$ cat src/hw/rtl/lifo_pkg.sv
// Shared types and codes of the LIFO stack with in-place update.
`default_nettype none

package lifo_pkg;

    localparam int unsigned WordW     = 32;
    localparam int unsigned FuncW     = 2;
    localparam int unsigned PosW      = 8;
    localparam int unsigned OutCountW = 8;

    typedef enum logic [FuncW-1:0] {
        OP_PUSH   = 2'd0,
        OP_POP    = 2'd1,
        OP_PEEK   = 2'd2,
        OP_CHANGE = 2'd3
    } op_t;

    typedef enum logic [1:0] {
        ST_OK        = 2'd0,
        ST_OVERFLOW  = 2'd1,
        ST_UNDERFLOW = 2'd2,
        ST_BADPOS    = 2'd3
    } status_t;

    // Shift commands broadcast to every cell of the chain.
    typedef struct packed {
        logic push;
        logic pop;
    } cell_ctl_t;

endpackage

`default_nettype wire

$ cat src/hw/rtl/lifo_cell.sv
// One storage cell of the stack chain: shifts down on push, up on pop, and takes a new word when selected.
`default_nettype none

module lifo_cell
    import lifo_pkg::*;
(
    input  wire logic             clk,
    input  wire cell_ctl_t        ctl,
    input  wire logic             wr_sel,
    input  wire logic [WordW-1:0] above,
    input  wire logic [WordW-1:0] below,
    input  wire logic [WordW-1:0] new_word,
    output logic      [WordW-1:0] word
);

    logic [WordW-1:0] word_reg;
    logic [WordW-1:0] word_next;

    always_comb
    begin
        word_next = word_reg;
        if (ctl.push)
        begin
            word_next = above;
        end
        else if (ctl.pop)
        begin
            word_next = below;
        end
        else if (wr_sel)
        begin
            word_next = new_word;
        end
    end

    // Payload only: an entry is never read before it has been written.
    always_ff @(posedge clk)
    begin
        word_reg <= word_next;
    end

    assign word = word_reg;

endmodule

`default_nettype wire
$ cat config.mk
export PLATFORM = sky130hd
export DESIGN_NAME = lifo_cell
export DESIGN_NICKNAME = d
export VERILOG_FILES = /design/src/hw/rtl/lifo_pkg.sv /design/src/hw/rtl/lifo_cell.sv
export SDC_FILE = /design/constraint.sdc
export NUM_CORES = 1
export LEC_CHECK = 0
export BUFFER_PORTS_ARGS = -buffer_cell sky130_fd_sc_hd__buf_2
export CORE_ASPECT_RATIO = 1.75
export CORE_MARGIN = 5
export CORE_UTILIZATION = 39
export CTS_BUF_LIST = sky130_fd_sc_hd__clkbuf_8 sky130_fd_sc_hd__clkbuf_16
export DETAILED_ROUTE_END_ITERATION = 12
export HOLD_SLACK_MARGIN = 0.15
export PLACE_DENSITY = 0.8
export SLEW_MARGIN = 40
export SYNTH_ARGS = -nofsm -noshare
export SYNTH_HDL_FRONTEND = slang
export SYNTH_SLANG_ARGS = --single-unit
$ cat constraint.sdc
create_clock -name clk -period 2.1 [get_ports clk]
set_input_delay 0.42 -clock clk [delete_from_list [all_inputs] [get_ports clk]]
set_output_delay 0.42 -clock clk [all_outputs]
set_load 0.01 [all_outputs]
---- Yosys cells after proc, flatten, opt, wreduce, memory -nomap -nowiden ----
Index checks and enable logic that the tools add are counted.
word-level totals
  output and inout port bits .............. 32
  register bits ........................... 32
  word-level logic and storage cells ...... 5
cells by class
  mux-type cells .......................... 3
  reductions and logical operators ........ 1
operator list
  operator            number
  $mux W32            3
  $reduce_bool A3 Y1  1

---- Longest topological paths before layout ----
  depth after elaboration ................. 3
  gate-level depth with buffers ........... 4
  mapped depth without buffers ............ 2

---- Least setup slack after synthesis ----
OpenSTA, ideal clock, no wires.
  path kind ............................... input to register
  start point ............................. input ctl[0] (netlist name)
  end point ............................... register word_reg[0], in the netlist word[0] (enable)
  arrival time ............................ 1.315 ns
  path slack .............................. 0.371 ns
  required time ........................... 1.686 ns
  stages on the path ...................... 2
  setup time .............................. 0.414 ns
  cell sequence ........................... buf_6 or3_1
on the way
  word-level cells in the longest chain between the ends .. 1
ends and longest elaborated chain
  element                              RTL line         RTL
  start: declaration                   lifo_cell.sv:8   input wire cell_ctl_t ctl,
  $reduce_bool A3 Y1 (no source line)  --
  end signal: assignment               lifo_cell.sv:39  word_reg <= word_next;
  end: declaration                     lifo_cell.sv:16  logic [WordW-1:0] word_reg;
Every way passes these cells.
A chain may end at the register's enable or synchronous reset.

---- Final worst setup path ----
  start point ............................. register word_reg[29], in the netlist word[29]
  end point ............................... output word[29]
RTL lines
  element           RTL line         RTL
  end: declaration  lifo_cell.sv:13  output logic [WordW-1:0] word
No word-level cell between the ends.

==> flow_summary.toml <==
[run_status]
status = "finished clean"

[worst_setup_path]
max_stage_delay_ns = 0.37
path_max_fanout = 1
cp-start-kind = "flip-flop"
crit_type = "reg -> out"
cp_num_buf_inv = 1
crit_arrival_ns = 0.80
critPathTopFamily = "flip-flops"
cp_slowest_cell = "edfxtp_1"
cp.required_ns = 1.68
critPathCaptureType = "output port"
cp_cell_sequence = "buf_2"

[sta]
max_slew.worst_pin.slew_ns = 0.408
fin_crit_ns = 1.22
setup_viol = 0
fmax_mhz = 821
maxSlewHeadroom_pct = 72.8
rsz0062_at_grt = "false"
slew_violations = 0
period_share_pct = 58.0
final_hold_viol_count = 0
setup_tns_ns = 0

[route]
firstDrtPassIters = 4
ant_nets = 0
drt_iter0_drc = 19
avgRoutedWirePerCell_um = 14.0
vias = 1493
drcViolationCount = 0
vias_per_cell = 4.64
routed_wirelength_mm = 4.49

[final_layout]
area_growth_pct = 45.3
nNetsFinal = 372
instances_no_fill = 322
diodes = 0
fill_cells = 385
multi_input_area_um2 = 607
largest_reg_flops = 32
drive_above_1_share_pct = 52.4
ff_latch_area_um2 = 961

[synthesis]
yosys-top-cells-area = "edfxtp_1 57%, mux2i_1 19%, o21ai_1 9.0%"
ys_seq_area_share_pct = 57.4
synth_top_area_share_pct = 57.4
synth_seq_cells = 32
synthCells = 140
synth_warnings = 0
avgSynthCellArea_um2 = 11.9
syn-num-nets = 240
synthDistinctLibCells = 10
yosysTopAreaCell = "edfxtp_1"
syn_area_um2 = 1670

[power_and_ir_drop]
p_switching_mw = 0.392
p_int_mw = 1.30
worst_ir_drop_vdd_mv = 0.521
swShare_pct = 23.2
p_per_area_nw_per_um2 = 696
seqPwrFrac_pct = 47.4
power_frac_clock_pct = 32.9
p_leak_nw = 1.25
p_comb_share_pct = 19.7

[global_route]
grt_max_degree = 35
grt.overflow.total = 0
grt_usage_pct = 15.9
grt_pass1_wl_mm = 6.91
grt_pass1_vias = 1565
grt_antenna_before_repair = 0

[clock_tree]
clock_path_buffers = 2
cts_setup_buffers = 0
cts_tree = "done"
cts_hold_buf = 0
cts.sinks = 32
cts-root-buf = "clkbuf_8"
cts_buffers = 5
cts-resized-gates = 0
path_clk_slew_ns = 0.07
htree_levels = 2

[die]
initial_core_util_pct = 40.3
die_h_um = 96.6
core_um2 = 4150
die_x_um = 59.5
die-area_um2 = 5750
ioPinCount = 132
std_cell_rows = 31

[hold_path]
hp-start = "above[29]"
min_path_cells = 3
hold_end = "word[29]"
hold_class = "in -> reg"

[place]
io_buffers = 131
placed_cells = 314
globalplace.congestion = 0.744
hpwl_mm = 3.73

[run]
drv_cap = 0
[cell usage after synthesis (all sizes together)]
master / instances
nand2: 32
clkbuf: 1
o21ai: 32
mux2i: 32
or3: 1
buf: 10
edfxtp: 32
[layout make-up]
class	count	area share, %
Multi-Input combinational cell	97	25.0
Clock buffer	5	2.83
Timing Repair Buffer	136	28.5
Tap cell	49	2.52
Clock inverter	3	1.60
Sequential cell	32	39.5
[how the worst max path moves through the flow]
stage | endpoint | slack, ns | depth (start not counted) | start
finish | word[29] | 0.88 | 1 | word[29]
floorplan | word[0] | 0.37 | 2 | ctl[0]
global route | word[27] | 0.83 | 1 | word[27]
global placement | word[18] | 0.65 | 3 | ctl[0]
CTS | word[19] | 0.87 | 1 | word[19]
detailed placement | word[18] | 0.63 | 3 | ctl[0]
[logic make-up after synthesis]
| kind of cell | after synthesis | share of synthesized area [%] |
|---|---|---|
| AND/OR/NAND/NOR | 33 | 7.55 |
| AO/OA/AOI/OAI | 32 | 9.57 |
| multiplexers | 32 | 19.1 |
| flip-flops | 32 | 57.4 |
| buffers and inverters | 11 | 6.28 |
[layer usage]
metal / global-route usage, % / up-vias / routed length [um]
li1: - / 770 / -
met1: 13.7 / 643 / 1350
met2: 30.3 / 69 / 2570
met3: 5.19 / 11 / 437
met4: 7.68 / 0 / 141
met5: 0 / - / 0
[per-stage QoR]
stage / total power, mW / util, % / cell area (um^2) / hold WS [ns] / setup slack, ns
after CTS: 1.72 / 58.5 / 2430 / 0.411 / 0.865
after global routing: 1.78 / 58.5 / 2430 / 0.427 / 0.834
after detailed placement: 1.16 / 56.0 / 2320 / 0.705 / 0.634
after floorplan: 0.985 / - / 1670 / 0.611 / 0.371
final: 1.69 / 58.5 / 2430 / 0.418 / 0.883
after global placement: 1.14 / 56.0 / 2320 / 0.703 / 0.649
[cell usage in the layout (no fill, tap or decap), drive strengths merged]
master / count
nand2: 32
inv: 1
edfxtp: 32
buf: 136
clkinv: 1
mux2i: 32
o21ai: 32
or3: 1
bufinv: 1
clkbuf: 5
[power groups by stage]
| stage | Sequential [mW] | Combinational (mW) | Clock [mW] |
|---|---|---|---|
| 2_1_floorplan | 0.862 | 0.123 | 0 |
| 3_3_place_gp | 0.813 | 0.332 | 0 |
| 3_5_place_dp | 0.816 | 0.340 | 0 |
| 4_1_cts | 0.803 | 0.341 | 0.574 |
| 5_1_grt | 0.809 | 0.369 | 0.603 |
| 6_report | 0.802 | 0.334 | 0.556 |
Note: power is estimated with default switching activity, not from simulation.
